===== config.mk =====
export PLATFORM = sky130hd
export DESIGN_NAME = delay_budget_queue_classifier_core_flat
export DESIGN_NICKNAME = d
export VERILOG_FILES = /design/src/hw/rtl/dbqc_pkg.sv /design/src/hw/rtl/dbqc_in_if.sv /design/src/hw/rtl/dbqc_out_if.sv /design/src/hw/rtl/dbqc_ctrl.sv /design/src/hw/rtl/dbqc_datapath.sv /design/src/hw/rtl/delay_budget_queue_classifier_core.sv /design/src/flat_wrapper.sv
export VERILOG_INCLUDE_DIRS = /design/src /design/src/hw/rtl
export SDC_FILE = /design/constraint.sdc
export NUM_CORES = 1
export LEC_CHECK = 0
export ABC_AREA = 1
export BUFFER_PORTS_ARGS = -buffer_cell sky130_fd_sc_hd__buf_2
export CAP_MARGIN = 20
export CORE_ASPECT_RATIO = 0.9
export CORE_MARGIN = 1
export CORE_UTILIZATION = 34
export DETAILED_ROUTE_END_ITERATION = 7
export PLACE_DENSITY = 0.56
export SETUP_SLACK_MARGIN = 0.05
export SKIP_LAST_GASP = 1
export SYNTH_ARGS = -nofsm -noshare
export SYNTH_HDL_FRONTEND = slang
export SYNTH_SLANG_ARGS = --single-unit

===== constraint.sdc =====
create_clock -name clk_i -period 4.9 [get_ports clk_i]
set_input_delay 1.47 -clock clk_i [delete_from_list [all_inputs] [get_ports clk_i]]
set_output_delay 1.47 -clock clk_i [all_outputs]
set_load 0.02 [all_outputs]

===== src/hw/rtl/delay_budget_queue_classifier_core_macros.svh =====
// ----------------------------------------------------------------------------
// Assertion macros for the delay budget queue classifier
// Clocked on clk_i, disabled while rst_ni is low
// ----------------------------------------------------------------------------
`ifndef DELAY_BUDGET_QUEUE_CLASSIFIER_CORE_MACROS_SVH
`define DELAY_BUDGET_QUEUE_CLASSIFIER_CORE_MACROS_SVH

// property that holds at every edge
`define DBQC_ASSERT(lbl, prop, msg) \
  lbl: assert property (@(posedge clk_i) disable iff (!rst_ni) (prop)) else $error(msg);

// consequence that holds in the cycle after the antecedent
`define DBQC_ASSERT_NEXT(lbl, ante, cons, msg) \
  lbl: assert property (@(posedge clk_i) disable iff (!rst_ni) (ante) |=> (cons)) \
    else $error(msg);

`endif


===== src/hw/rtl/dbqc_pkg.sv =====
// ----------------------------------------------------------------------------
// Delay budget queue classifier package
// Sizes, register indexes, controller states and command/status words
// ----------------------------------------------------------------------------
`default_nettype none

package dbqc_pkg;

  localparam int unsigned MAX_QUEUES   = 16;
  localparam int unsigned TIME_BITS    = 32;
  localparam int unsigned FIELD_W      = 32;
  localparam int unsigned QIDX_W       = 4;
  localparam int unsigned CFG_IDX_BITS = 1;
  localparam int unsigned IDX_BITS     = (MAX_QUEUES > 1) ? $clog2(MAX_QUEUES) : 1;
  localparam int unsigned CNT_BITS     = $clog2(MAX_QUEUES + 1);
  localparam int unsigned DIV_CNT_BITS = (TIME_BITS > 1) ? $clog2(TIME_BITS) : 1;
  localparam int unsigned CMP_W        = (TIME_BITS > FIELD_W) ? TIME_BITS : FIELD_W;

  typedef logic [TIME_BITS-1:0] time_t;
  typedef logic [FIELD_W-1:0]   field_t;
  typedef logic [CNT_BITS-1:0]  count_t;

  localparam logic [CFG_IDX_BITS-1:0] CFG_DELTA_STEP    = 1'd0;
  localparam logic [CFG_IDX_BITS-1:0] CFG_MAXIMUM_DELTA = 1'd1;

  localparam field_t DELTA_STEP_RST    = FIELD_W'(1000);
  localparam field_t MAXIMUM_DELTA_RST = FIELD_W'(1000000);

  localparam count_t FULL_COUNT = CNT_BITS'(MAX_QUEUES);
  localparam count_t CNT_ONE    = CNT_BITS'(1);
  localparam logic [DIV_CNT_BITS-1:0] DIV_LAST = DIV_CNT_BITS'(TIME_BITS - 1);

  typedef enum logic [2:0] {
    ST_IDLE,
    ST_PREP,
    ST_DIV,
    ST_ROUND_SUB,
    ST_ROUND_ADD,
    ST_SEARCH,
    ST_COMMIT
  } ctrl_state_e;

  typedef struct packed {
    logic in_ready;
    logic prep;
    logic div_step;
    logic round_sub;
    logic round_add;
    logic search_step;
    logic commit;
  } dp_cmd_t;

  typedef struct packed {
    logic in_valid;
    logic quantize;
    logic div_last;
    logic search_stop;
    logic out_free;
  } dp_status_t;

endpackage

`default_nettype wire


===== src/hw/rtl/dbqc_in_if.sv =====
// ----------------------------------------------------------------------------
// Packet word channel
// Budget bounds and flags of one packet, valid/ready handshake
// ----------------------------------------------------------------------------
`default_nettype none

interface dbqc_in_if;
  logic                         valid;
  logic                         ready;
  logic [dbqc_pkg::FIELD_W-1:0] budget_max;
  logic [dbqc_pkg::FIELD_W-1:0] budget_min;
  logic                         tag_present;
  logic                         infinite_deadline;

  modport source (
    output valid, budget_max, budget_min, tag_present, infinite_deadline,
    input  ready
  );
  modport sink (
    input  valid, budget_max, budget_min, tag_present, infinite_deadline,
    output ready
  );
endinterface

`default_nettype wire


===== src/hw/rtl/dbqc_out_if.sv =====
// ----------------------------------------------------------------------------
// Classification word channel
// Queue index, class delta and table flags, valid/ready handshake
// ----------------------------------------------------------------------------
`default_nettype none

interface dbqc_out_if;
  logic                         valid;
  logic                         ready;
  logic [dbqc_pkg::QIDX_W-1:0]  queue_index;
  logic [dbqc_pkg::FIELD_W-1:0] class_delta;
  logic                         new_queue;
  logic                         table_full;

  modport source (
    output valid, queue_index, class_delta, new_queue, table_full,
    input  ready
  );
  modport sink (
    input  valid, queue_index, class_delta, new_queue, table_full,
    output ready
  );
endinterface

`default_nettype wire


===== src/hw/rtl/dbqc_ctrl.sv =====
// ----------------------------------------------------------------------------
// Delay budget queue classifier controller
// Sequences accept, remainder division, rounding, table search and commit
// ----------------------------------------------------------------------------
`default_nettype none

module dbqc_ctrl (
  input  wire                  clk_i,
  input  wire                  rst_ni,
  input  dbqc_pkg::dp_status_t status_i,
  output dbqc_pkg::dp_cmd_t    cmd_o
);

  dbqc_pkg::ctrl_state_e state_q, state_d;

  always_ff @(posedge clk_i or negedge rst_ni) begin
    if (!rst_ni) begin
      state_q <= dbqc_pkg::ST_IDLE;
    end else begin
      state_q <= state_d;
    end
  end

  always_comb begin
    state_d = state_q;
    unique case (state_q)
      dbqc_pkg::ST_IDLE: begin
        if (status_i.in_valid) state_d = dbqc_pkg::ST_PREP;
      end
      dbqc_pkg::ST_PREP: begin
        state_d = status_i.quantize ? dbqc_pkg::ST_DIV : dbqc_pkg::ST_SEARCH;
      end
      dbqc_pkg::ST_DIV: begin
        if (status_i.div_last) state_d = dbqc_pkg::ST_ROUND_SUB;
      end
      dbqc_pkg::ST_ROUND_SUB: begin
        state_d = dbqc_pkg::ST_ROUND_ADD;
      end
      dbqc_pkg::ST_ROUND_ADD: begin
        state_d = dbqc_pkg::ST_SEARCH;
      end
      dbqc_pkg::ST_SEARCH: begin
        if (status_i.search_stop) state_d = dbqc_pkg::ST_COMMIT;
      end
      dbqc_pkg::ST_COMMIT: begin
        if (status_i.out_free) state_d = dbqc_pkg::ST_IDLE;
      end
      default: begin
        state_d = dbqc_pkg::ST_IDLE;
      end
    endcase
  end

  always_comb begin
    cmd_o = '0;
    unique case (state_q)
      dbqc_pkg::ST_IDLE:      cmd_o.in_ready    = 1'b1;
      dbqc_pkg::ST_PREP:      cmd_o.prep        = 1'b1;
      dbqc_pkg::ST_DIV:       cmd_o.div_step    = 1'b1;
      dbqc_pkg::ST_ROUND_SUB: cmd_o.round_sub   = 1'b1;
      dbqc_pkg::ST_ROUND_ADD: cmd_o.round_add   = 1'b1;
      dbqc_pkg::ST_SEARCH:    cmd_o.search_step = !status_i.search_stop;
      dbqc_pkg::ST_COMMIT:    cmd_o.commit      = status_i.out_free;
      default:                cmd_o             = '0;
    endcase
  end

endmodule

`default_nettype wire


===== src/hw/rtl/dbqc_datapath.sv =====
// ----------------------------------------------------------------------------
// Delay budget queue classifier datapath
// Config registers, budget, bit-serial remainder, delta table, result register
// ----------------------------------------------------------------------------
`default_nettype none

`include "delay_budget_queue_classifier_core_macros.svh"

module dbqc_datapath (
  input  wire                                clk_i,
  input  wire                                rst_ni,
  input  wire                                cfg_we_i,
  input  wire [dbqc_pkg::CFG_IDX_BITS-1:0]   cfg_index_i,
  input  wire [dbqc_pkg::FIELD_W-1:0]        cfg_wdata_i,
  input  dbqc_pkg::dp_cmd_t                  cmd_i,
  output dbqc_pkg::dp_status_t               status_o,
  dbqc_in_if.sink                            in_i,
  dbqc_out_if.source                         out_o
);

  // configuration
  dbqc_pkg::field_t step_q, max_q;

  // per packet
  dbqc_pkg::time_t                     budget_q, budget_d;
  logic                                tag_q, inf_q;
  dbqc_pkg::time_t                     dvd_q, dvd_d;
  dbqc_pkg::time_t                     rem_q, rem_d;
  logic [dbqc_pkg::DIV_CNT_BITS-1:0]   div_cnt_q, div_cnt_d;
  dbqc_pkg::time_t                     delta_q, delta_d;
  dbqc_pkg::count_t                    idx_q, idx_d;

  // table
  dbqc_pkg::count_t                    used_q, used_d;
  dbqc_pkg::time_t                     table_q [dbqc_pkg::MAX_QUEUES];

  // result register
  logic                                out_valid_q, out_valid_d;
  logic [dbqc_pkg::QIDX_W-1:0]         out_idx_q;
  dbqc_pkg::field_t                    out_delta_q;
  logic                                out_new_q, out_full_q;

  dbqc_pkg::time_t                     bmax, bmin, step_t, eff_step, add_val;
  logic [dbqc_pkg::TIME_BITS:0]        rem_sh, sum;
  logic                                in_acc, out_free, quantize;
  logic                                in_range, match, commit_hit, commit_full, commit_new;

  assign bmax     = dbqc_pkg::time_t'(in_i.budget_max);
  assign bmin     = dbqc_pkg::time_t'(in_i.budget_min);
  assign step_t   = dbqc_pkg::time_t'(step_q);
  assign eff_step = (step_t == '0) ? dbqc_pkg::time_t'(1) : step_t;

  assign in_acc   = in_i.valid && cmd_i.in_ready;
  assign out_free = !out_valid_q || out_o.ready;
  assign quantize = tag_q && !inf_q &&
                    (dbqc_pkg::CMP_W'(budget_q) < dbqc_pkg::CMP_W'(max_q));

  assign rem_sh   = {rem_q, dvd_q[dbqc_pkg::TIME_BITS-1]};
  assign add_val  = ((rem_q != '0) || (delta_q == '0)) ? eff_step : '0;
  assign sum      = {1'b0, delta_q} + {1'b0, add_val};

  assign in_range    = idx_q < used_q;
  assign match       = in_range && (table_q[idx_q[dbqc_pkg::IDX_BITS-1:0]] == delta_q);
  assign commit_hit  = idx_q != used_q;
  assign commit_full = !commit_hit && (used_q == dbqc_pkg::FULL_COUNT);
  assign commit_new  = !commit_hit && !commit_full;

  assign status_o.in_valid    = in_i.valid;
  assign status_o.quantize    = quantize;
  assign status_o.div_last    = div_cnt_q == dbqc_pkg::DIV_LAST;
  assign status_o.search_stop = match || !in_range;
  assign status_o.out_free    = out_free;

  assign in_i.ready        = cmd_i.in_ready;
  assign out_o.valid       = out_valid_q;
  assign out_o.queue_index = out_idx_q;
  assign out_o.class_delta = out_delta_q;
  assign out_o.new_queue   = out_new_q;
  assign out_o.table_full  = out_full_q;

  always_comb begin
    budget_d    = budget_q;
    dvd_d       = dvd_q;
    rem_d       = rem_q;
    div_cnt_d   = div_cnt_q;
    delta_d     = delta_q;
    idx_d       = idx_q;
    used_d      = used_q;
    out_valid_d = out_valid_q && !out_o.ready;
    if (in_acc) begin
      budget_d = (bmax >= bmin) ? (bmax - bmin) : (bmin - bmax);
    end
    if (cmd_i.prep) begin
      dvd_d     = budget_q;
      rem_d     = '0;
      div_cnt_d = '0;
      delta_d   = dbqc_pkg::time_t'(max_q);
      idx_d     = '0;
    end
    if (cmd_i.div_step) begin
      rem_d     = (rem_sh >= {1'b0, eff_step}) ?
                  dbqc_pkg::TIME_BITS'(rem_sh - {1'b0, eff_step}) :
                  rem_sh[dbqc_pkg::TIME_BITS-1:0];
      dvd_d     = {dvd_q[dbqc_pkg::TIME_BITS-2:0], 1'b0};
      div_cnt_d = div_cnt_q + dbqc_pkg::DIV_CNT_BITS'(1);
    end
    if (cmd_i.round_sub) begin
      delta_d = budget_q - rem_q;
    end
    if (cmd_i.round_add) begin
      delta_d = sum[dbqc_pkg::TIME_BITS] ? '1 : sum[dbqc_pkg::TIME_BITS-1:0];
    end
    if (cmd_i.search_step) begin
      idx_d = idx_q + dbqc_pkg::CNT_ONE;
    end
    if (cmd_i.commit) begin
      out_valid_d = 1'b1;
      if (commit_new) used_d = used_q + dbqc_pkg::CNT_ONE;
    end
  end

  always_ff @(posedge clk_i or negedge rst_ni) begin
    if (!rst_ni) begin
      step_q      <= dbqc_pkg::DELTA_STEP_RST;
      max_q       <= dbqc_pkg::MAXIMUM_DELTA_RST;
      used_q      <= '0;
      out_valid_q <= 1'b0;
    end else begin
      if (cfg_we_i) begin
        unique case (cfg_index_i)
          dbqc_pkg::CFG_DELTA_STEP:    step_q <= cfg_wdata_i;
          dbqc_pkg::CFG_MAXIMUM_DELTA: max_q  <= cfg_wdata_i;
          default:                     step_q <= step_q;
        endcase
      end
      used_q      <= used_d;
      out_valid_q <= out_valid_d;
    end
  end

  always_ff @(posedge clk_i) begin
    budget_q  <= budget_d;
    dvd_q     <= dvd_d;
    rem_q     <= rem_d;
    div_cnt_q <= div_cnt_d;
    delta_q   <= delta_d;
    idx_q     <= idx_d;
    if (in_acc) begin
      tag_q <= in_i.tag_present;
      inf_q <= in_i.infinite_deadline;
    end
    if (cmd_i.commit) begin
      if (commit_new) table_q[used_q[dbqc_pkg::IDX_BITS-1:0]] <= delta_q;
      out_idx_q   <= commit_full ? '0 : dbqc_pkg::QIDX_W'(idx_q);
      out_delta_q <= dbqc_pkg::FIELD_W'(delta_q);
      out_new_q   <= commit_new;
      out_full_q  <= commit_full;
    end
  end

  `DBQC_ASSERT(a_used_bound, used_q <= dbqc_pkg::FULL_COUNT, "entry count beyond table size")
  `DBQC_ASSERT(a_flag_excl, !(out_valid_q && out_new_q && out_full_q), "new and full both set")
  `DBQC_ASSERT_NEXT(a_full_zero, cmd_i.commit && commit_full, out_full_q && (out_idx_q == '0), "full word without index zero")
  `DBQC_ASSERT_NEXT(a_alloc_count, cmd_i.commit && commit_new, used_q == $past(used_q) + dbqc_pkg::CNT_ONE, "allocation did not bump count")

endmodule

`default_nettype wire


===== src/hw/rtl/delay_budget_queue_classifier_core.sv =====
// ----------------------------------------------------------------------------
// Delay budget queue classifier core
// Quantises a packet's delay budget and maps the class delta to a queue index
//
//   port    dir   word
//   in_i    sink  budget_max, budget_min, tag_present, infinite_deadline
//   out_o   src   queue_index, class_delta, new_queue, table_full
//   cfg_*   in    delta_step (0), maximum_delta (1), write only
//
// one packet at a time: accept, prep and, when the budget is rounded, the 32-step
// bit-serial remainder and the rounding subtract and add, then the one-entry-per-cycle
// table scan over up to 16 entries, then a commit that waits for a free result register
// a finished word sits in the result register while the next packet is taken
// reset clears the controller, entry count and result valid; no clearing pass
// ----------------------------------------------------------------------------
`default_nettype none

module delay_budget_queue_classifier_core (
  input  wire                              clk_i,
  input  wire                              rst_ni,
  input  wire                              cfg_we_i,
  input  wire [dbqc_pkg::CFG_IDX_BITS-1:0] cfg_index_i,
  input  wire [dbqc_pkg::FIELD_W-1:0]      cfg_wdata_i,
  dbqc_in_if.sink                          in_i,
  dbqc_out_if.source                       out_o
);

  dbqc_pkg::dp_cmd_t    cmd;
  dbqc_pkg::dp_status_t status;

  dbqc_ctrl u_ctrl (
    .clk_i    (clk_i),
    .rst_ni   (rst_ni),
    .status_i (status),
    .cmd_o    (cmd)
  );

  dbqc_datapath u_datapath (
    .clk_i       (clk_i),
    .rst_ni      (rst_ni),
    .cfg_we_i    (cfg_we_i),
    .cfg_index_i (cfg_index_i),
    .cfg_wdata_i (cfg_wdata_i),
    .cmd_i       (cmd),
    .status_o    (status),
    .in_i        (in_i),
    .out_o       (out_o)
  );

endmodule

`default_nettype wire

===== src/flat_wrapper.sv =====
// flat-port wrapper written by rule: the top's interface ports become plain ports
module delay_budget_queue_classifier_core_flat 
  (clk_i, rst_ni, cfg_we_i, cfg_index_i, cfg_wdata_i, in_i_valid, in_i_budget_max, in_i_budget_min, in_i_tag_present, in_i_infinite_deadline, in_i_ready, out_o_valid, out_o_queue_index, out_o_class_delta, out_o_new_queue, out_o_table_full, out_o_ready);
  dbqc_in_if in_i_i ();
  dbqc_out_if out_o_i ();
  input  wire clk_i;
  input  wire rst_ni;
  input  wire cfg_we_i;
  input  wire [dbqc_pkg::CFG_IDX_BITS-1:0] cfg_index_i;
  input  wire [dbqc_pkg::FIELD_W-1:0] cfg_wdata_i;
  input wire logic [$bits(in_i_i.valid)-1:0] in_i_valid;
  input wire logic [$bits(in_i_i.budget_max)-1:0] in_i_budget_max;
  input wire logic [$bits(in_i_i.budget_min)-1:0] in_i_budget_min;
  input wire logic [$bits(in_i_i.tag_present)-1:0] in_i_tag_present;
  input wire logic [$bits(in_i_i.infinite_deadline)-1:0] in_i_infinite_deadline;
  output wire logic [$bits(in_i_i.ready)-1:0] in_i_ready;
  output wire logic [$bits(out_o_i.valid)-1:0] out_o_valid;
  output wire logic [$bits(out_o_i.queue_index)-1:0] out_o_queue_index;
  output wire logic [$bits(out_o_i.class_delta)-1:0] out_o_class_delta;
  output wire logic [$bits(out_o_i.new_queue)-1:0] out_o_new_queue;
  output wire logic [$bits(out_o_i.table_full)-1:0] out_o_table_full;
  input wire logic [$bits(out_o_i.ready)-1:0] out_o_ready;
  assign in_i_i.valid = in_i_valid;
  assign in_i_i.budget_max = in_i_budget_max;
  assign in_i_i.budget_min = in_i_budget_min;
  assign in_i_i.tag_present = in_i_tag_present;
  assign in_i_i.infinite_deadline = in_i_infinite_deadline;
  assign in_i_ready = in_i_i.ready;
  assign out_o_valid = out_o_i.valid;
  assign out_o_queue_index = out_o_i.queue_index;
  assign out_o_class_delta = out_o_i.class_delta;
  assign out_o_new_queue = out_o_i.new_queue;
  assign out_o_table_full = out_o_i.table_full;
  assign out_o_i.ready = out_o_ready;
  delay_budget_queue_classifier_core u_core (.clk_i(clk_i), .rst_ni(rst_ni), .cfg_we_i(cfg_we_i), .cfg_index_i(cfg_index_i), .cfg_wdata_i(cfg_wdata_i), .in_i(in_i_i), .out_o(out_o_i));
endmodule

Yosys cells after proc, flatten, opt, wreduce, memory -nomap -nowiden --
Memory sizes are Yosys's and may differ from the RTL's. A register that Yosys moved wholly into a read port is not among the register bits. Cells that the tools add are included.
Cells by class: mux-type cells 33, $lt $le $gt $ge 4, shift-type cells 0, divide/modulo/power cells 0, multiply operators 0, bitwise gates (word level) 1, reduce and logical (&&, ||, !) cells 28, $add $sub $neg 8, equal/unequal tests 14
Operator list (number):
- $mux W32 | 12
- $sub A32 B32 Y32 | 4
- $logic_not A32 Y1 | 2
- $add A32 B32 Y33 | 1
- $ge A33 B32 Y1 | 1
- $eq A32 B32 Y1 | 1
- $ge A32 B32 Y1 | 1
- $lt A32 B32 Y1 | 1
- $reduce_bool A32 Y1 | 1
- $pmux W3 S7 | 1
- $add A5 B1 Y5 const B | 3
- $mux W3 | 5
- $mux W5 | 3
- $mux W1 | 11
- $eq A5 B5 Y1 const B | 2
- $eq A3 B3 Y1 const B | 3
- $logic_and A1 B1 Y1 | 7
- $logic_not A1 Y1 | 7
- $eq A3 B2 Y1 const B | 2
- $ne A2 B2 Y1 const B | 3
- $reduce_and A2 Y1 | 3
- $lt A5 B5 Y1 | 1
- $ne A5 B5 Y1 | 1
- $mux W4 | 1
- other kinds (8) | 11
Word-level totals: latch bits 0, output and inout port bits 40, flip-flop bits (word level) 251, memories 1, bits in read-only memories 0, RAM bits 512
Memory list:
- u_core.u_datapath.table_q | depth 16, bits a word 32, rd ports 1, clocked after memory_dff 1, wr ports 1, RTL line dbqc_datapath.sv:35 | dbqc_pkg::time_t table_q [dbqc_pkg::MAX_QUEUES];

Depth between registers and ports, before layout --
Gate-level depths: netlist of the first run.
depth in word-level cells 8, mapped depth 22, gate-level depth less buffers 22

Cells and area by module --
From an unflattened synthesis of the first run, not the netlist that was laid out.
Second synthesis, totals: cells, all modules 4902, area total of the unflattened synthesis 42783.5 um2
Modules (own cells, without submodules):
- dbqc_datapath | seq. area each 22557.9 um2, area each 42530.8 um2, cells each 4856, times used 1
- dbqc_ctrl | seq. area each 75.1 um2, area each 252.7 um2, cells each 46, times used 1

Least setup slack after synthesis of the first run --
No wires, ideal clock.
kind input port to flip-flop, from input port out_o_ready, to memory u_core.u_datapath.table_q[15][0] (netlist bit) (enable), library setup time 0.424 ns, path buffers 0, stages 6, required time 4.476 ns, setup slack -0.711 ns, arrival time 5.188 ns, path through nor2_1 nor2_1 nand2_1 inv_1 nand3_1 nor2_1
RTL lines:
- start: declaration | RTL line flat_wrapper.sv:22 | input wire logic [$bits(out_o_i.ready)-1:0] out_o_ready;
- end: declaration | RTL line dbqc_datapath.sv:35

Final worst setup path of the first run --
from register u_core.u_datapath.rem_q[8], to register u_core.u_datapath.delta_q[20], data pin
On the way: longest elaborated chain between the ends 6
Ends and longest elaborated chain:
- start: declaration | RTL line dbqc_datapath.sv:28 | dbqc_pkg::time_t rem_q, rem_d;
- start signal: assignment | RTL line dbqc_datapath.sv:144 | rem_q <= rem_d;
- $reduce_bool A32 Y1 | RTL line dbqc_datapath.sv:59 | assign add_val = ((rem_q != '0) || (delta_q == '0)) ? eff_step : '0;
- $logic_or A1 B1 Y1 | RTL line dbqc_datapath.sv:59
- $mux W32 | RTL line dbqc_datapath.sv:59
- $add A32 B32 Y33 | RTL line dbqc_datapath.sv:60 | assign sum = {1'b0, delta_q} + {1'b0, add_val};
- $mux W32 | RTL line dbqc_datapath.sv:111 | delta_d = sum[dbqc_pkg::TIME_BITS] ? '1 : sum[dbqc_pkg::TIME_BITS-1:0];
- $mux W32 (*) | RTL line dbqc_datapath.sv:110 | if (cmd_i.round_add) begin
- net u_core.u_datapath.delta_d[20] | RTL line dbqc_datapath.sv:30 | dbqc_pkg::time_t delta_q, delta_d;
- end signal: assignment | RTL line dbqc_datapath.sv:146 | delta_q <= delta_d;
- end: declaration | RTL line dbqc_datapath.sv:30
Mark *: on every way through the listed nets, which the timed path passes. The rest lies on a longest branch. A chain may end at the register's enable or synchronous reset.

==> results of run 1 <==
[per-stage QoR]
stage | util | hold slack (ns) | power (W) | setup TNS, ns
after floorplan | - | 0.453 | 0.0179 | 0
after global placement | 0.368 | 0.469 | 0.0223 | 0
after detailed placement | 0.368 | 0.475 | 0.0224 | -0.0172
after CTS | 0.390 | 0.489 | 0.0288 | 0
after global routing | 0.391 | 0.510 | 0.0305 | 0
final | 0.391 | 0.489 | 0.0288 | 0
[worst max-delay path by stage]
stage                                       startpoint                         endpoint  cells past startpoint
final                       u_core.u_datapath.rem_q[8]    u_core.u_datapath.delta_q[20]                     19
after global routing      u_core.u_datapath.delta_q[6]     u_core.u_datapath.delta_q[1]                     21
after CTS                 u_core.u_datapath.delta_q[1]    u_core.u_datapath.delta_q[20]                     22
after detailed placement  u_core.u_datapath.delta_q[1]    u_core.u_datapath.delta_q[30]                     20
after global placement    u_core.u_datapath.delta_q[1]    u_core.u_datapath.delta_q[20]                     22
after floorplan                            out_o_ready  u_core.u_datapath.table_q[0][0]                      6
[state kept, by name (all words and copies together), names as in the netlist, named ones only]
signal	cells
u_core.u_datapath.used_q	5
u_core.u_datapath.out_o.table_full	1
u_core.u_datapath.out_o.queue_index	4
u_core.u_datapath.idx_q	5
u_core.u_datapath.tag_q	1
u_core.u_datapath.out_o.new_queue	1
u_core.u_datapath.rem_q	32
u_core.u_datapath.inf_q	1
u_core.u_datapath.budget_q	32
u_core.u_datapath.out_o.valid	1
u_core.u_datapath.out_o.class_delta	32
u_core.u_ctrl.state_q	3
u_core.u_datapath.div_cnt_q	5
u_core.u_datapath.dvd_q	32
u_core.u_datapath.max_q	32
u_core.u_datapath.delta_q	32
u_core.u_datapath.step_q	32
u_core.u_datapath.table_q	512
[final cells by class]
cell class | count | share of cell area
repair buffers | 256 | 0.0351
well taps | 1612 | 0.0419
flip-flops and latches | 767 | 0.470
inverters | 604 | 0.0473
clock buffers | 103 | 0.0464
clock inverters | 51 | 0.0102
multi-input cells | 3164 | 0.349
[routing by layer]
metal,part of all wire,wire [um]
met1,0.46,62200
met3,0.057,7840
met4,0.024,3330
met2,0.46,63200
met5,0.000051,7
[repair_timing]
| action | 4_1_cts | 5_1_grt |
|---|---|---|
| pin swaps | 0 | 2 |
| gates resized for setup | 1 | 4 |
| hold buffers | 0 | 0 |
| endpoints found under the setup margin | 12 | 31 |
| hold endpoints to repair | 0 | 0 |
| gates cloned | 0 | 0 |
[critical path: cells and delay by family, from the launching register on]
family | cells | cell delay [ns]
fa+ha+maj | 2 | 0.69
flops | 1 | 0.39
buf+inv | 3 | 0.34
simple gates | 10 | 2.15
compound gates | 4 | 0.63
[cells by family (layout without fill, tap and decap cells)]
kind of cell	after synthesis	count (layout)
AO/OA/AOI/OAI	775	775
XOR/XNOR	110	110
adder cells (fa/ha/maj)	206	206
buffers and inverters	765	1014
flip-flops	767	767
multiplexers	1	1
AND/OR/NAND/NOR	2072	2072
[power breakdown]
group / switching (W) / total [W] / internal, W / leakage [nW]
logic: 0.00906 / 0.0130 / 0.00390 / 11.9
clock network: 0.00273 / 0.00632 / 0.00359 / 1.32
registers: 0.000658 / 0.00949 / 0.00883 / 7.20
total: 0.0124 / 0.0288 / 0.0163 / 20.4
[placed cells by master, fill, tap and decap left out, types with 13 or more instances in the layout]
| cell | Yosys | routed |
|---|---|---|
| o211ai_1 | 47 | 47 |
| nor3_1 | 33 | 30 |
| a21o_1 | 29 | 29 |
| clkbuf_16 | 0 | 86 |
| a22o_1 | 30 | 30 |
| xnor2_1 | 33 | 33 |
| inv_1 | 598 | 598 |
| nand4_1 | 27 | 27 |
| xor2_1 | 77 | 77 |
| nor2_4 | 0 | 17 |
| dfrtp_1 | 60 | 60 |
| ha_1 | 201 | 201 |
| edfxtp_1 | 689 | 689 |
| o21ai_0 | 286 | 285 |
| dfstp_2 | 13 | 13 |
| o21a_1 | 13 | 13 |
| a21oi_1 | 257 | 256 |
| nand3_1 | 391 | 390 |
| a31oi_1 | 20 | 20 |
| clkinv_1 | 2 | 22 |
| o21ai_1 | 14 | 15 |
| nor2_1 | 389 | 371 |
| buf_2 | 56 | 142 |
| nand2_1 | 1184 | 1181 |
| nor4_1 | 24 | 23 |
| clkbuf_1 | 49 | 15 |
| o21bai_1 | 24 | 24 |
| clkinv_2 | 0 | 13 |
| buf_4 | 16 | 104 |
==> impl_metrics.yaml, run 1 <==
synthesis:
  yosys_most_used_dff: "edfxtp_1"
  synthTopCellsByCount: "1184 x nand2_1, 689 x edfxtp_1, 598 x inv_1"
  syn-mean-instance-area_sq_um: 9.03
  yosysTopAreaCell: "edfxtp_1"
  synth-compound-area-share: 0.106
  synth_edf_count: 689
  syn-instance-count: 4696
  synth_xor_area_frac: 0.0227
  synthMuxAreaShare: 0.000236
  ys_async_sr_fraction: 0.0952
  post-synth-top-count-cell: "nand2_1"
  yosysSeqAreaShare: 0.534
  yosysWarnings: 0
  synth_fp_nets: 5006
  netlist-cell-type-count: 63
  ys_ff_latch: 767
  synth.area.top_cells: "edfxtp_1 49%, nand2_1 10%, ha_1 5.9%, inv_1 5.3%, nand3_1 4.6%"
  synth-simple-area-share: 0.202
  syn_area_sq_um: 42400
  synth_fa_ha_area_frac: 0.0617
  synth_top_family_by_area: "simple AND/OR/NAND/NOR gates"
  synth_top_area_frac: 0.488
floorplan:
  die_w_um: 374
  coreArea_sq_um: 123000
  start_util: 0.344
  fp.dieH_um: 337
  io_pins: 144
  rows: 122
  dieArea_sq_um: 126000
place:
  gp_congestion: 0.935
  place_inst: 6403
  io_buffers: 143
  place_hpwl_um: 95300
  place_ws_ns: -0.0155
  place_area_sq_um: 45400
routing:
  dr.pass1.iters: 8
  ant_nets: 0
  wire_per_inst_um: 20.8
  drt-initial-drc-count: 2984
  routed_wl_um: 137000
  drcViolationCount: 0
  vias: 33600
  vias_per_cell: 5.13
power:
  peakVddDrop_uv: 315
  p_leak_nw: 20.4
  power_density_nw_per_um2: 597
clock_network:
  cts_setup_buffers: 0
  root_buffer: "clkbuf_16"
  cts_tree: "yes"
  cts_buffer_depth: 3
  clk_latency_ns: 0.70
  clkSinkCount: 767
  path_clk_slew_ns: 0.07
  cts_buffers: 85
  h-tree-depth: 3
final_layout:
  stdcell_area_sq_um: 48200
  syn2layout_area_growth_pct: 13.6
  drive_above_1_share: 0.0892
  final_nets: 5188
  seq_area_sq_um: 22600
  final_cells: 6557
  fill_cells: 12400
  multi_input_area_sq_um: 16800
  diodes: 0
global_routing:
  gr-usage-met2: 0.353
  antenna_found_initial: 2
  grt_max_degree: 106
  grt_pass1_vias: 32000
  overflow: 0
  grt_pass1_wl_um: 204000
  grt_usage: 0.214
  grt_use_met1: 0.295
  use_met3: 0.0279
  top_usage_layer: "met2"
worst_setup_path:
  cp-end-kind: "flop"
  ff2ff_setup_slack_ns: 0.42
  r2r-start: "u_core.u_datapath.rem_q[8]"
  max_stage_delay_ns: 0.52
  cp_common_cell: "nand2_1"
  crit_chain: "nor4_1, nand4_1, nor4b_2, nor2_1, ha_1, fa_1, nand2_1, a21oi_2, nand4_1, nand2_1, a21boi_1, o21ai_2, nand3_1, nand2_1, nor2_2, buf_4, inv_1, o21ai_0, inv_1"
  worstSetupPathType: "flop to flop"
  critPathMaxFanout: 9
  crit_path_top_delay_cell: "nor4_1"
  reg2reg_to: "u_core.u_datapath.delta_q[20]"
  cp.required_ns: 5.32
  reg2reg_depth: 19
  arrival_ns: 4.90
  worst_setup_path_start_kind: "flop"
worst_hold_path:
  min_path_type: "flop to flop"
  whs_path_depth: 2
  holdPathEnd: "u_core.u_datapath.step_q[2]"
  worstHoldStart: "u_core.u_datapath.step_q[2]"
sta:
  clock.fmax_mhz: 223
  fin_ws_ns: 0.421
  hold_viol_final: 0
  drv_slew: 0
  setup_viol: 0
  rsz0062_at_grt: "false"
  worstMarginPinSlew_ns: 1.11
  period_share: 0.914
  worst_slew_margin_rel: 0.262
  post-route-min-period_ns: 4.48
  fin_skew_ns: 0.0410
run_status:
  status: "completed"
flow_run:
  drv_cap: 0
Note: power is estimated with default switching activity, not from simulation.
==> inputs of run 2 (changes only) <==
CAP_MARGIN = default   (was 20)
PLACE_DENSITY = 0.54   (was 0.56)
clock period = 5.3 ns   (was 4.9 ns; I/O delays follow)
==> run 2 against run 1 <==
Effect of this change: maximum frequency shrank 11%; critical path depth grew 2; worst hold slack lost 0.0018 ns; combinational power shrank 8%; utilization grew 0.086 points; global-route usage grew 0.23 points; non-clock buffer count grew 2; count of clock-buffer cells in the layout grew 5; wire length grew 0.78%; first-iteration DRC count grew 5.2%; register-to-register slack lost 0.18 ns; total power shrank 7.0%; highest routed layer unchanged.
==> impl_metrics.yaml, run 2 (synthesized netlist as in run 1, its figures left out) <==
worst_hold_path:
  min_path_type: "flop to flop"
clock_network:
  cts_setup_buffers: 0
  cts_buffers: 85
  path_clk_slew_ns: 0.07
  cts_tree: "yes"
  cts-resized-gates: 0
  root_buffer: "clkbuf_16"
  clk_latency_ns: 0.70
  cts_buffer_depth: 3
  h-tree-depth: 3
  hold_buffers: 0
  clkSinkCount: 767
worst_setup_path:
  ff2ff_setup_slack_ns: 0.24
  worst_setup_path_start_kind: "flop"
  cp_common_cell: "inv_1"
  cp_top_family: "simple AND/OR/NAND/NOR gates"
  crit_chain: "buf_4, inv_1, nand4_1, nor4_1, nand4_1, nor4b_2, buf_4, nor2_1, ha_1, inv_1, o21ai_0, a21oi_1, nand2_1, a21boi_0, o21ai_2, nand3_1, nand2_1, nor2_2, inv_1, nor2_1, a21oi_1"
  crit_path_top_delay_cell: "nor4_1"
  cp-end-kind: "flop"
  worstSetupPathType: "flop to flop"
  critPathMaxFanout: 26
  cp.required_ns: 5.74
  arrival_ns: 5.50
  max_stage_delay_ns: 0.72
  critPathBufInv: 5
global_routing:
  overflow: 0
  grt_max_degree: 84
  grt_pass1_wl_um: 205000
  grt_pass1_vias: 31600
  grt_usage: 0.216
  antenna_found_initial: 2
floorplan:
  start_util: 0.344
  dieArea_sq_um: 126000
  rows: 122
  io_pins: 144
  die_w_um: 374
  coreArea_sq_um: 123000
  fp.dieH_um: 337
sta:
  drv_slew: 0
  hold_viol_final: 0
  period_share: 0.955
  setup_viol: 0
  worst_slew_margin_rel: 0.281
  fin_tns_setup_ns: 0
  post-route-min-period_ns: 5.06
  worstMarginPinSlew_ns: 1.07
  rsz0062_at_grt: "false"
  fin_ws_ns: 0.240
  clock.fmax_mhz: 198
  fin_skew_ns: 0.0322
power:
  cell_internal_pwr_w: 0.0152
  combPwrFrac: 0.445
  p_seq_frac: 0.330
  clockPowerShare: 0.226
  p_leak_nw: 20.5
  power.switching_w: 0.0115
  power.total_w: 0.0268
  power_density_nw_per_um2: 554
  peakVddDrop_uv: 307
  swShare: 0.431
routing:
  vias: 33400
  routed_wl_um: 138000
  drcViolationCount: 0
  drt-initial-drc-count: 3138
  wire_per_inst_um: 21.0
  ant_nets: 0
  vias_per_cell: 5.09
  dr.pass1.iters: 5
final_layout:
  final_nets: 5190
  most-common-layout-cells: "1181 x nand2_1, 689 x edfxtp_1, 598 x inv_1"
  drive_above_1_share: 0.0889
  largest_reg_flops: 512
  fill_cells: 12300
  final_common_cell: "nand2_1"
  syn2layout_area_growth_pct: 13.9
run_status:
  status: "completed"
place:
  place_ws_ns: 0.440
  place_hpwl_um: 97400
  gp_congestion: 0.948
  io_buffers: 143
flow_run:
  drv_cap: 0
-- run 2: area by class of cell --
class	instances	area, sq um	share of cell area
inverters	604	2280	0.0472
repair buffers	258	1720	0.0356
clock inverters	48	573	0.0119
diodes	1	2.50	0.0000518
well taps	1612	2020	0.0418
multi-input cells	3164	16800	0.348
clock buffers	108	2250	0.0466
flip-flops and latches	767	22600	0.469
-- run 2: worst register-to-register path: stages (launching register included) --
cell      delay, ns
edfxtp_1       0.38
buf_4          0.24
inv_1          0.11
nand4_1        0.14
nor4_1         0.72
nand4_1        0.27
nor4b_2        0.28
buf_4          0.25
nor2_1         0.13
ha_1           0.26
inv_1          0.09
o21ai_0        0.14
a21oi_1        0.15
nand2_1        0.13
a21boi_0       0.35
o21ai_2        0.14
nand3_1        0.09
nand2_1        0.17
nor2_2         0.36
inv_1          0.17
nor2_1         0.19
a21oi_1        0.07
-- run 2: stage by stage --
step / instances / cell area [sq um] / util / hold WS [ns]
final: 6562 / 48300 / 0.391 / 0.488
after global routing: 6561 / 48300 / 0.391 / 0.509
after CTS: 6561 / 48300 / 0.391 / 0.494
after detailed placement: 6405 / 45400 / 0.368 / 0.479
after global placement: 6405 / 45400 / 0.368 / 0.472
after floorplan: 4696 / 42400 / - / 0.453
-- run 2: power by group through the flow --
| stage | clock [W] | sequential, W | combinational, W |
|---|---|---|---|
| after floorplan | 0 | 0.00900 | 0.00754 |
| after global routing | 0.00636 | 0.00889 | 0.0131 |
| after global placement | 0 | 0.00893 | 0.0118 |
| after detailed placement | 0 | 0.00893 | 0.0118 |
| after CTS | 0.00616 | 0.00882 | 0.0118 |
| final | 0.00604 | 0.00882 | 0.0119 |
-- run 2: final timing paths --
check / startpoint / endpoint / cells after the start
setup / recovery: u_core.u_datapath.delta_q[8] / u_core.u_datapath.delta_q[31] / 21
hold / removal: u_core.u_datapath.max_q[23] / u_core.u_datapath.max_q[23] / 2
setup reg to reg: u_core.u_datapath.delta_q[8] / u_core.u_datapath.delta_q[31] / 21
hold reg to reg: u_core.u_datapath.max_q[23] / u_core.u_datapath.max_q[23] / 2
max in group asynchronous: rst_ni / u_core.u_datapath.max_q[18] / 2
min in group asynchronous: rst_ni / u_core.u_datapath.step_q[1] / 1
-- run 2: metal layers --
metal	routed length, um	vias up	share of wire	global-route usage
met1	63700	16000	0.46	0.304
li1	-	16200	-	-
met5	14	-	0.00010	0
met2	62300	1001	0.45	0.348
met4	3110	4	0.023	0.0530
met3	8590	176	0.062	0.0324
